**src/hw/rtl/cfcc_pkg.sv**
```systemverilog
`default_nettype none
// ----------------------------------------------------------------------------
// cfcc_pkg
// Shared constants and types for the 1/9/22 float classifier and converter.
// ----------------------------------------------------------------------------
package cfcc_pkg;

    localparam int unsigned FracW     = 22;
    localparam int unsigned ExpW      = 9;
    localparam int unsigned NormBias  = 255;
    localparam int unsigned DenBias   = 254;
    localparam int unsigned DblBias   = 1023;
    localparam int unsigned DblFracW  = 52;
    localparam int unsigned LzcW      = 5;

    localparam logic [2:0] CLASS_NORMAL   = 3'd0;
    localparam logic [2:0] CLASS_DENORMAL = 3'd1;
    localparam logic [2:0] CLASS_ZERO     = 3'd2;
    localparam logic [2:0] CLASS_INF      = 3'd3;
    localparam logic [2:0] CLASS_NAN      = 3'd4;

    typedef struct packed {
        logic [2:0]       cls;
        logic             neg;
        logic [ExpW-1:0]  ex;
        logic [FracW-1:0] fr;
    } cfcc_item_t;

endpackage : cfcc_pkg
`default_nettype wire

```
**src/hw/rtl/cfcc_norm.sv**
```systemverilog
`default_nettype none
// ----------------------------------------------------------------------------
// cfcc_norm
// Leading-one position and normalising shift of a denormal fraction, in two
// register stages that stall together.
// ----------------------------------------------------------------------------
module cfcc_norm
    import cfcc_pkg::*;
(
    input  wire logic             clk,
    input  wire logic             rst_n,
    input  wire logic             adv,
    input  wire logic             in_valid,
    input  wire cfcc_item_t       in_item,
    output logic                  out_valid,
    output cfcc_item_t            out_item,
    output logic [LzcW-1:0]       out_pos,
    output logic [FracW-1:0]      out_frac
);

    logic             v1_reg;
    cfcc_item_t       it1_reg;
    logic [LzcW-1:0]  pos1_reg;
    logic [LzcW-1:0]  pos_next;
    logic             v2_reg;
    cfcc_item_t       it2_reg;
    logic [LzcW-1:0]  pos2_reg;
    logic [FracW-1:0] frac2_reg;

    // Highest set bit, falling to zero when none is found, as the loop does.
    always_comb
    begin
        pos_next = '0;
        for (int i = 1; i < FracW; i++)
        begin
            if (in_item.fr[i])
            begin
                pos_next = LzcW'(i);
            end
        end
    end

    always_ff @(posedge clk or negedge rst_n)
    begin
        if (!rst_n)
        begin
            v1_reg <= 1'b0;
            v2_reg <= 1'b0;
        end
        else if (adv)
        begin
            v1_reg <= in_valid;
            v2_reg <= v1_reg;
        end
    end

    always_ff @(posedge clk)
    begin
        if (adv)
        begin
            it1_reg   <= in_item;
            pos1_reg  <= pos_next;
            it2_reg   <= it1_reg;
            pos2_reg  <= pos1_reg;
            // Shift the leading one out past the top; the rest stays aligned.
            frac2_reg <= it1_reg.fr << (FracW - int'(pos1_reg));
        end
    end

    assign out_valid = v2_reg;
    assign out_item  = it2_reg;
    assign out_pos   = pos2_reg;
    assign out_frac  = frac2_reg;

endmodule : cfcc_norm
`default_nettype wire

```
**src/hw/rtl/custom_float_classify_convert_core.sv**
```systemverilog
`default_nettype none
// ----------------------------------------------------------------------------
// custom_float_classify_convert_core
// Classifies a 1/9/22 float word; normals and denormals convert exactly to a double.
// ----------------------------------------------------------------------------
// One word enters per clock while the pipeline advances: stage one classifies,
// stages two and three find and shift out the leading one of a denormal, stage
// four packs the double into the output register. All stages advance together
// when the output register is empty or being taken, and all hold while a
// result waits on out_ready.
module custom_float_classify_convert_core
    import cfcc_pkg::*;
(
    input  wire logic        clk,
    input  wire logic        rst_n,
    input  wire logic        in_valid,
    output logic             in_ready,
    input  wire logic [31:0] word_in,
    output logic             out_valid,
    input  wire logic        out_ready,
    output logic [2:0]       value_class,
    output logic             is_negative,
    output logic [63:0]      double_bits
);

    logic             adv;
    logic             v0_reg;
    cfcc_item_t       it0_reg;
    cfcc_item_t       c_next;
    logic             nv;
    cfcc_item_t       nit;
    logic [LzcW-1:0]  npos;
    logic [FracW-1:0] nfrac;
    logic             ov_reg;
    logic [2:0]       cls_reg;
    logic             neg_reg;
    logic [63:0]      bits_reg;
    logic [63:0]      bits_next;
    logic [10:0]      bexp;

    assign adv      = !ov_reg || out_ready;
    assign in_ready = adv;

    always_comb
    begin
        c_next.neg = word_in[31];
        c_next.ex  = word_in[30:22];
        c_next.fr  = word_in[21:0];
        if (c_next.ex == '0 && c_next.fr == '0)
            c_next.cls = CLASS_ZERO;
        else if (c_next.ex == '1)
            c_next.cls = (c_next.fr == '0) ? CLASS_INF : CLASS_NAN;
        else if (c_next.ex != '0)
            c_next.cls = CLASS_NORMAL;
        else
            c_next.cls = CLASS_DENORMAL;
    end

    always_ff @(posedge clk or negedge rst_n)
    begin
        if (!rst_n)
            v0_reg <= 1'b0;
        else if (adv)
            v0_reg <= in_valid;
    end

    always_ff @(posedge clk)
    begin
        if (adv)
            it0_reg <= c_next;
    end

    cfcc_norm u_norm (
        .clk       (clk),
        .rst_n     (rst_n),
        .adv       (adv),
        .in_valid  (v0_reg),
        .in_item   (it0_reg),
        .out_valid (nv),
        .out_item  (nit),
        .out_pos   (npos),
        .out_frac  (nfrac)
    );

    always_comb
    begin
        bits_next = '0;
        bexp      = '0;
        case (nit.cls)
            CLASS_NORMAL:
            begin
                bexp      = 11'(DblBias - NormBias) + 11'(nit.ex);
                bits_next = {nit.neg, bexp, nit.fr, 30'd0};
            end
            CLASS_DENORMAL:
            begin
                bexp      = 11'(DblBias - DenBias - FracW) + 11'(npos);
                bits_next = {nit.neg, bexp, nfrac, 30'd0};
            end
            default:
            begin
                bits_next = '0;
            end
        endcase
    end

    always_ff @(posedge clk or negedge rst_n)
    begin
        if (!rst_n)
            ov_reg <= 1'b0;
        else if (adv)
            ov_reg <= nv;
    end

    always_ff @(posedge clk)
    begin
        if (adv)
        begin
            cls_reg  <= nit.cls;
            neg_reg  <= nit.neg;
            bits_reg <= bits_next;
        end
    end

    assign out_valid   = ov_reg;
    assign value_class = cls_reg;
    assign is_negative = neg_reg;
    assign double_bits = bits_reg;

    a_ready: assert property (@(posedge clk) disable iff (!rst_n)
        !out_valid |-> in_ready) else $error("ready low with empty output");
    a_hold: assert property (@(posedge clk) disable iff (!rst_n)
        out_valid && !out_ready |=> out_valid && $stable(double_bits))
        else $error("result lost under stall");
    a_special: assert property (@(posedge clk) disable iff (!rst_n)
        out_valid && (value_class == CLASS_ZERO || value_class == CLASS_INF
        || value_class == CLASS_NAN) |-> double_bits == 64'd0)
        else $error("special class with non-zero value");
    a_sign: assert property (@(posedge clk) disable iff (!rst_n)
        out_valid && (value_class == CLASS_NORMAL || value_class == CLASS_DENORMAL)
        |-> double_bits[63] == is_negative) else $error("sign mismatch");

endmodule : custom_float_classify_convert_core
`default_nettype wire
```
**config.mk**
```make
export PLATFORM = sky130hd
export DESIGN_NAME = custom_float_classify_convert_core
export DESIGN_NICKNAME = d
export VERILOG_FILES = /design/src/hw/rtl/cfcc_pkg.sv /design/src/hw/rtl/cfcc_norm.sv /design/src/hw/rtl/custom_float_classify_convert_core.sv
export SDC_FILE = /design/constraint.sdc
export NUM_CORES = 1
export LEC_CHECK = 0
export CORE_MARGIN = 10
export CORE_UTILIZATION = 55
export DETAILED_ROUTE_END_ITERATION = 12
export DONT_BUFFER_PORTS = 1
export PLACE_DENSITY = 0.7
export REMOVE_ABC_BUFFERS = 1
export SKIP_CTS_REPAIR_TIMING = 1
export SLEW_MARGIN = 10
export SYNTH_ARGS = -nofsm -noshare
export SYNTH_HDL_FRONTEND = slang
export SYNTH_HIERARCHICAL = 1
export SYNTH_SLANG_ARGS = --single-unit
```
**constraint.sdc**
```tcl
create_clock -name clk -period 16.58 [get_ports clk]
set_input_delay 4.145 -clock clk [delete_from_list [all_inputs] [get_ports clk]]
set_output_delay 4.145 -clock clk [all_outputs]
set_load 0.01 [all_outputs]
```
==> impl_metrics.env, run 1 <==
export IMPL_run_status="finished clean"
export IMPL_insertion_delay_ns=0.43
export IMPL_slew_violations=0
export IMPL_r2r_cells=7
export IMPL_vias=4001
export IMPL_post_place_ws_ns=7.77
export IMPL_start_util_pct=55.5
export IMPL_clock_sinks=179
export IMPL_gr_usage_all_layers_pct=15.5
export IMPL_startpoint_type="input port"
export IMPL_min_path_type="flip-flop to flip-flop"
export IMPL_routabilityCongestion=0.886
export IMPL_root_buffer="clkbuf_16"
export IMPL_cts_tree="yes"
export IMPL_portBuffers=0
export IMPL_synth_area_top_cells="edfxtp_1 69%, buf_4 3.2%, mux2_2 3.2%"
export IMPL_die_h_um=138
export IMPL_critical_path_class="input port to output port"
export IMPL_path_buf_inv=0
export IMPL_final_cells=700
export IMPL_yosysSeqAreaShare_pct=70.1
export IMPL_hold_viol=0
export IMPL_hpwl_um=10300
export IMPL_cellLeakagePower_nw=3.04
export IMPL_syn_area_um2=7640
export IMPL_p_per_area_nw_per_um2=193
export IMPL_dpl_cell_area_um2=7660
export IMPL_fin_crit_sh_pct=53.1
export IMPL_worstReg2RegStart="u_norm/pos1_reg[0]"
export IMPL_finalInstanceArea_um2=8260
export IMPL_placed_cells=668
export IMPL_numCtsBuffers=17
export IMPL_grt_max_degree=89
export IMPL_worstPathMaxFanout=44
export IMPL_seq_area_um2=5360
export IMPL_route_detailed_drc=0
export IMPL_cts_max_path_buffers=2
export IMPL_final_nets=546
export IMPL_r2r_slack_ns=13.30
export IMPL_multi_input_comb_area_um2=2010
export IMPL_die_area_um2=19000
export IMPL_rsz0062_at_grt="no"
export IMPL_synthTopCellsByCount="175 x edfxtp_1, 33 x buf_4, 31 x nor2_1, 27 x nand2_1, 24 x a22o_1"
export IMPL_tns_ns=0
export IMPL_finalSetupViolations=0
export IMPL_slowest_stage="nand2b_4"
export IMPL_cp_end_kind="output port"
export IMPL_hold_depth=0
export IMPL_rows=43
export IMPL_core_area_um2=13800
export IMPL_slew_headroom_pct=24.5
export IMPL_areaGrowthSynthToFinish_pct=8.04
export IMPL_synth_distinct_cells=58
export IMPL_antenna_found_initial=0
export IMPL_syn_instance_count=505
export IMPL_critical_path_max_stage_delay_ns=0.47
export IMPL_ant_nets=0
export IMPL_path_cells="nand2b_4"
export IMPL_layout_setup_ws_ns=7.78
export IMPL_postSynthAreaPerCell_um2=15.1
export IMPL_ys_seq_elements=179
export IMPL_clk_pin_slew_worst_paths_ns=0.06
export IMPL_synth_edf_count=175
export IMPL_cap_viol_max_count=0
export IMPL_drt_iter0_drc=330
export IMPL_worstReg2RegEnd="u_norm/out_frac[16]"
export IMPL_drive_above_1_share_pct=14.0
export IMPL_antenna_cells=0
export IMPL_crit_family="simple AND/OR/NAND/NOR gates"
export IMPL_via_per_inst=5.72
export IMPL_grt_pass1_wl_um=22300
export IMPL_cts_htree_levels=4
export IMPL_overflow=0
export IMPL_n_fill_cell=1058
export IMPL_hold_start="it0_reg[32]"
export IMPL_ys_flop_type="edfxtp_1"
export IMPL_ys_warn_count=6
export IMPL_grt_pass1_vias=4124
export IMPL_routed_wl_um=14200
export IMPL_io_pins=106
export IMPL_vdd_drop_max_uv=102
export IMPL_worst_slew_pin_slew_ns=1.13
export IMPL_cp_data_arrival_time_ns=4.65
export IMPL_synth_most_common_cell="edfxtp_1"
export IMPL_min_to="u_norm/it1_reg[32]"
export IMPL_synth_top_cell_area_share_pct=68.8
export IMPL_yosys_area_top_type="edfxtp_1"
export IMPL_cp_required_ns=12.44
export IMPL_finalClockSkew_ns=0.00802
export IMPL_fmax_mhz=114
export IMPL_drt_first_pass_iters=5
export IMPL_fp_dieW_um=138
export IMPL_async_reset_ff_share_pct=2.23
export IMPL_wl_per_cell_um=20.3
export IMPL_min_period_ns=8.80
-- how the worst max path moves through the flow --
stage	startpoint	end	slack, ns	cells after the start
6_report	out_ready	in_ready	7.78	1
5_1_grt	out_ready	in_ready	7.72	1
4_1_cts	out_ready	in_ready	7.77	1
3_5_place_dp	out_ready	in_ready	7.77	1
3_3_place_gp	out_ready	in_ready	7.79	1
2_1_floorplan	out_ready	in_ready	3.93	1
-- metal layers --
metal	routed length [um]	vias to the layer above	track usage, %
met2	6570	159	23.2
met4	185	0	5.50
met1	6340	1926	20.3
met5	0	-	0
li1	-	1897	-
met3	1090	19	5.94
-- kinds of logic after synthesis --
group / share of synthesized area (%)
and+or+nand+nor: 6.73
buffers and inverters: 5.19
other: 0.0491
DFF: 70.1
muxes: 7.07
AOI/OAI and AO/OA: 9.40
adders and majority gates: 0.491
xor gates and xnor gates: 1.01
-- report_power, final --
part | total (W) | switching [W] | internal [W]
logic | 0.000392 | 0.000236 | 0.000156
registers | 0.000806 | 0.000102 | 0.000704
clock network | 0.000393 | 0.000165 | 0.000228
total | 0.00159 | 0.000503 | 0.00109
-- cells in the final DEF, fill, tap and decap left out, types with 4 or more instances in the layout --
cell type and instances:
edfxtp_1 175, nor2_1 31, conb_1 30, nand2_1 27, a22o_1 24, mux2_2 22
mux2i_1 21, a21oi_1 21, clkbuf_16 17, o21ai_0 16, a21o_1 8, inv_1 7
nor3_1 7, nand3_1 7, o22ai_1 7, nor4_1 6, nand2b_1 6, buf_4 6
nand4_1 5, or3_1 4, xor2_1 4, clkinv_4 4, inv_6 4, dfrtp_1 4
-- cell type report --
| type | instances | area share, % |
|---|---|---|
| Sequential cell | 179 | 64.8 |
| Multi-Input combinational cell | 296 | 24.4 |
| Clock buffer | 19 | 5.36 |
| Tap cell | 180 | 2.73 |
| Clock inverter | 13 | 1.82 |
| Timing Repair Buffer | 6 | 0.545 |
| Inverter | 7 | 0.318 |
-- stage by stage --
step	utilization (%)	total power [W]	hold slack (ns)
finish	60.0	0.00159	0.418
global route	60.0	0.00168	0.425
CTS	60.0	0.00160	0.420
detailed placement	55.7	0.00121	0.405
global placement	55.7	0.00120	0.405
floorplan	-	0.00110	0.400
(Power assumes the default switching activity.)
==> run 2, diff against run 1 <==
Clock period 16.58 ns to 8.62 ns, I/O delays scaled along.
==> run 2 against run 1 <==
Compared with the run above: total power is 93% higher; register-to-register slack got worse by 7.9 ns; largest cell class unchanged; non-clock buffer count shrank 1; sequential share of layout area about the same; largest power group unchanged.
==> impl_metrics.env, run 2 (same netlist as run 1, synthesis figures left out) <==
export IMPL_antenna_cells=0
export IMPL_gr_usage_all_layers_pct=15.3
export IMPL_grt_pass1_vias=4093
export IMPL_final_cell_mix="175 x edfxtp_1, 31 x nor2_1, 30 x conb_1, 27 x nand2_1, 24 x a22o_1"
export IMPL_overflow=0
export IMPL_critical_path_max_stage_delay_ns=0.49
export IMPL_run_status="finished clean"
export IMPL_final_nets=545
export IMPL_hold_viol=0
export IMPL_start_util_pct=55.5
export IMPL_clock_sinks=179
export IMPL_io_pins=106
export IMPL_ant_nets=0
export IMPL_finalClockSkew_ns=0.0140
export IMPL_finalSetupViolations=0
export IMPL_cp_data_arrival_time_ns=2.69
export IMPL_min_path_type="flip-flop to flip-flop"
export IMPL_cap_viol_max_count=0
export IMPL_wl_per_cell_um=20.2
export IMPL_n_fill_cell=1063
export IMPL_cp_end_kind="output port"
export IMPL_fin_util_pct=59.9
export IMPL_die_h_um=138
export IMPL_worst_slew_pin_slew_ns=1.13
export IMPL_cellLeakagePower_nw=3.03
export IMPL_routabilityCongestion=0.909
export IMPL_cts_htree_levels=4
export IMPL_cp_required_ns=6.47
export IMPL_rsz0062_at_grt="no"
export IMPL_final_common_cell="edfxtp_1"
export IMPL_min_period_ns=4.84
export IMPL_cts_tree="yes"
export IMPL_root_buffer="clkbuf_16"
export IMPL_via_per_inst=5.72
export IMPL_drt_first_pass_iters=5
export IMPL_worstPathMaxFanout=47
export IMPL_critical_path_class="input port to output port"
export IMPL_insertion_delay_ns=0.43
export IMPL_fp_dieW_um=138
export IMPL_core_area_um2=13800
export IMPL_clk_pin_slew_worst_paths_ns=0.07
export IMPL_routed_wl_um=14100
export IMPL_drive_above_1_share_pct=13.7
export IMPL_fmax_mhz=206
export IMPL_fin_crit_sh_pct=56.2
export IMPL_crit_family="simple AND/OR/NAND/NOR gates"
export IMPL_path_buf_inv=0
export IMPL_slew_headroom_pct=24.4
export IMPL_path_cells="nand2b_4"
export IMPL_areaGrowthSynthToFinish_pct=7.99
export IMPL_vias=3996
export IMPL_portBuffers=0
export IMPL_p_per_area_nw_per_um2=371
export IMPL_rows=43
export IMPL_placed_cells=667
export IMPL_route_detailed_drc=0
export IMPL_slowest_stage="nand2b_4"
export IMPL_cts_max_path_buffers=2
export IMPL_startpoint_type="input port"
export IMPL_die_area_um2=19000
export IMPL_grt_max_degree=83
export IMPL_hpwl_um=10300
export IMPL_hold_worst_slack_ns=0.417
export IMPL_slew_violations=0
export IMPL_grt_pass1_wl_um=22000
export IMPL_drt_iter0_drc=289
export IMPL_final_cells=699
export IMPL_vdd_drop_max_uv=150
export IMPL_numCtsBuffers=17
export IMPL_antenna_found_initial=0
-- run 2: path summary, 6_finish.rpt --
path | start | to | slack [ns] | cells after the start
worst max-delay path | out_ready | in_ready | 3.78 | 1
worst min-delay path | it0_reg[22] | u_norm/it1_reg[22] | 0.42 | 0
worst max register to register | u_norm/pos1_reg[0] | u_norm/out_frac[19] | 5.39 | 7
worst min register to register | it0_reg[22] | u_norm/it1_reg[22] | 0.42 | 0
max in group asynchronous | rst_n | out_valid | 7.15 | 0
min in group asynchronous | rst_n | u_norm/out_valid | 1.41 | 0
-- run 2: metal layers --
metal | vias to the layer above | wire, um | global-route usage (%)
met5 | - | 0 | 0
met4 | 0 | 238 | 6.03
met3 | 18 | 937 | 5.33
met2 | 150 | 6420 | 23.0
met1 | 1933 | 6550 | 20.1
li1 | 1895 | - | -
-- run 2: layout make-up --
class                           count  area [um^2]  area share [%]
Sequential cell                   179         5360            64.9
Inverter                            7         26.3           0.318
Tap cell                          180          225            2.73
Clock inverter                     15          171            2.08
Clock buffer                       17          425            5.15
Multi-Input combinational cell    296         2010            24.4
Timing Repair Buffer                5         37.5           0.455
-- run 2: report_power, final --
part	leakage, nW	total, W	switching, W	internal, W
Combinational	0.905	0.000752	0.000454	0.000298
Clock	0.287	0.000762	0.000327	0.000435
Sequential	1.84	0.00155	0.000198	0.00135
-- run 2: metrics by stage --
stage,cell area [um^2],setup WS (ns),total power [W],TNS [ns]
2_1_floorplan,7380,-0.0528,0.00211,-0.0528
3_3_place_gp,7660,3.79,0.00231,0
3_5_place_dp,7660,3.76,0.00233,0
4_1_cts,8250,3.76,0.00309,0
5_1_grt,8250,3.71,0.00323,0
6_report,8250,3.78,0.00307,0
-- run 2: worst reg2reg max path, cell delays in order (launching register included) --
cell,delay [ns]
edfxtp_1,0.35
buf_4,0.26
ha_1,1.12
mux2_2,0.46
mux2i_1,0.35
mux2i_1,0.13
a21oi_1,0.15
o21ai_0,0.12
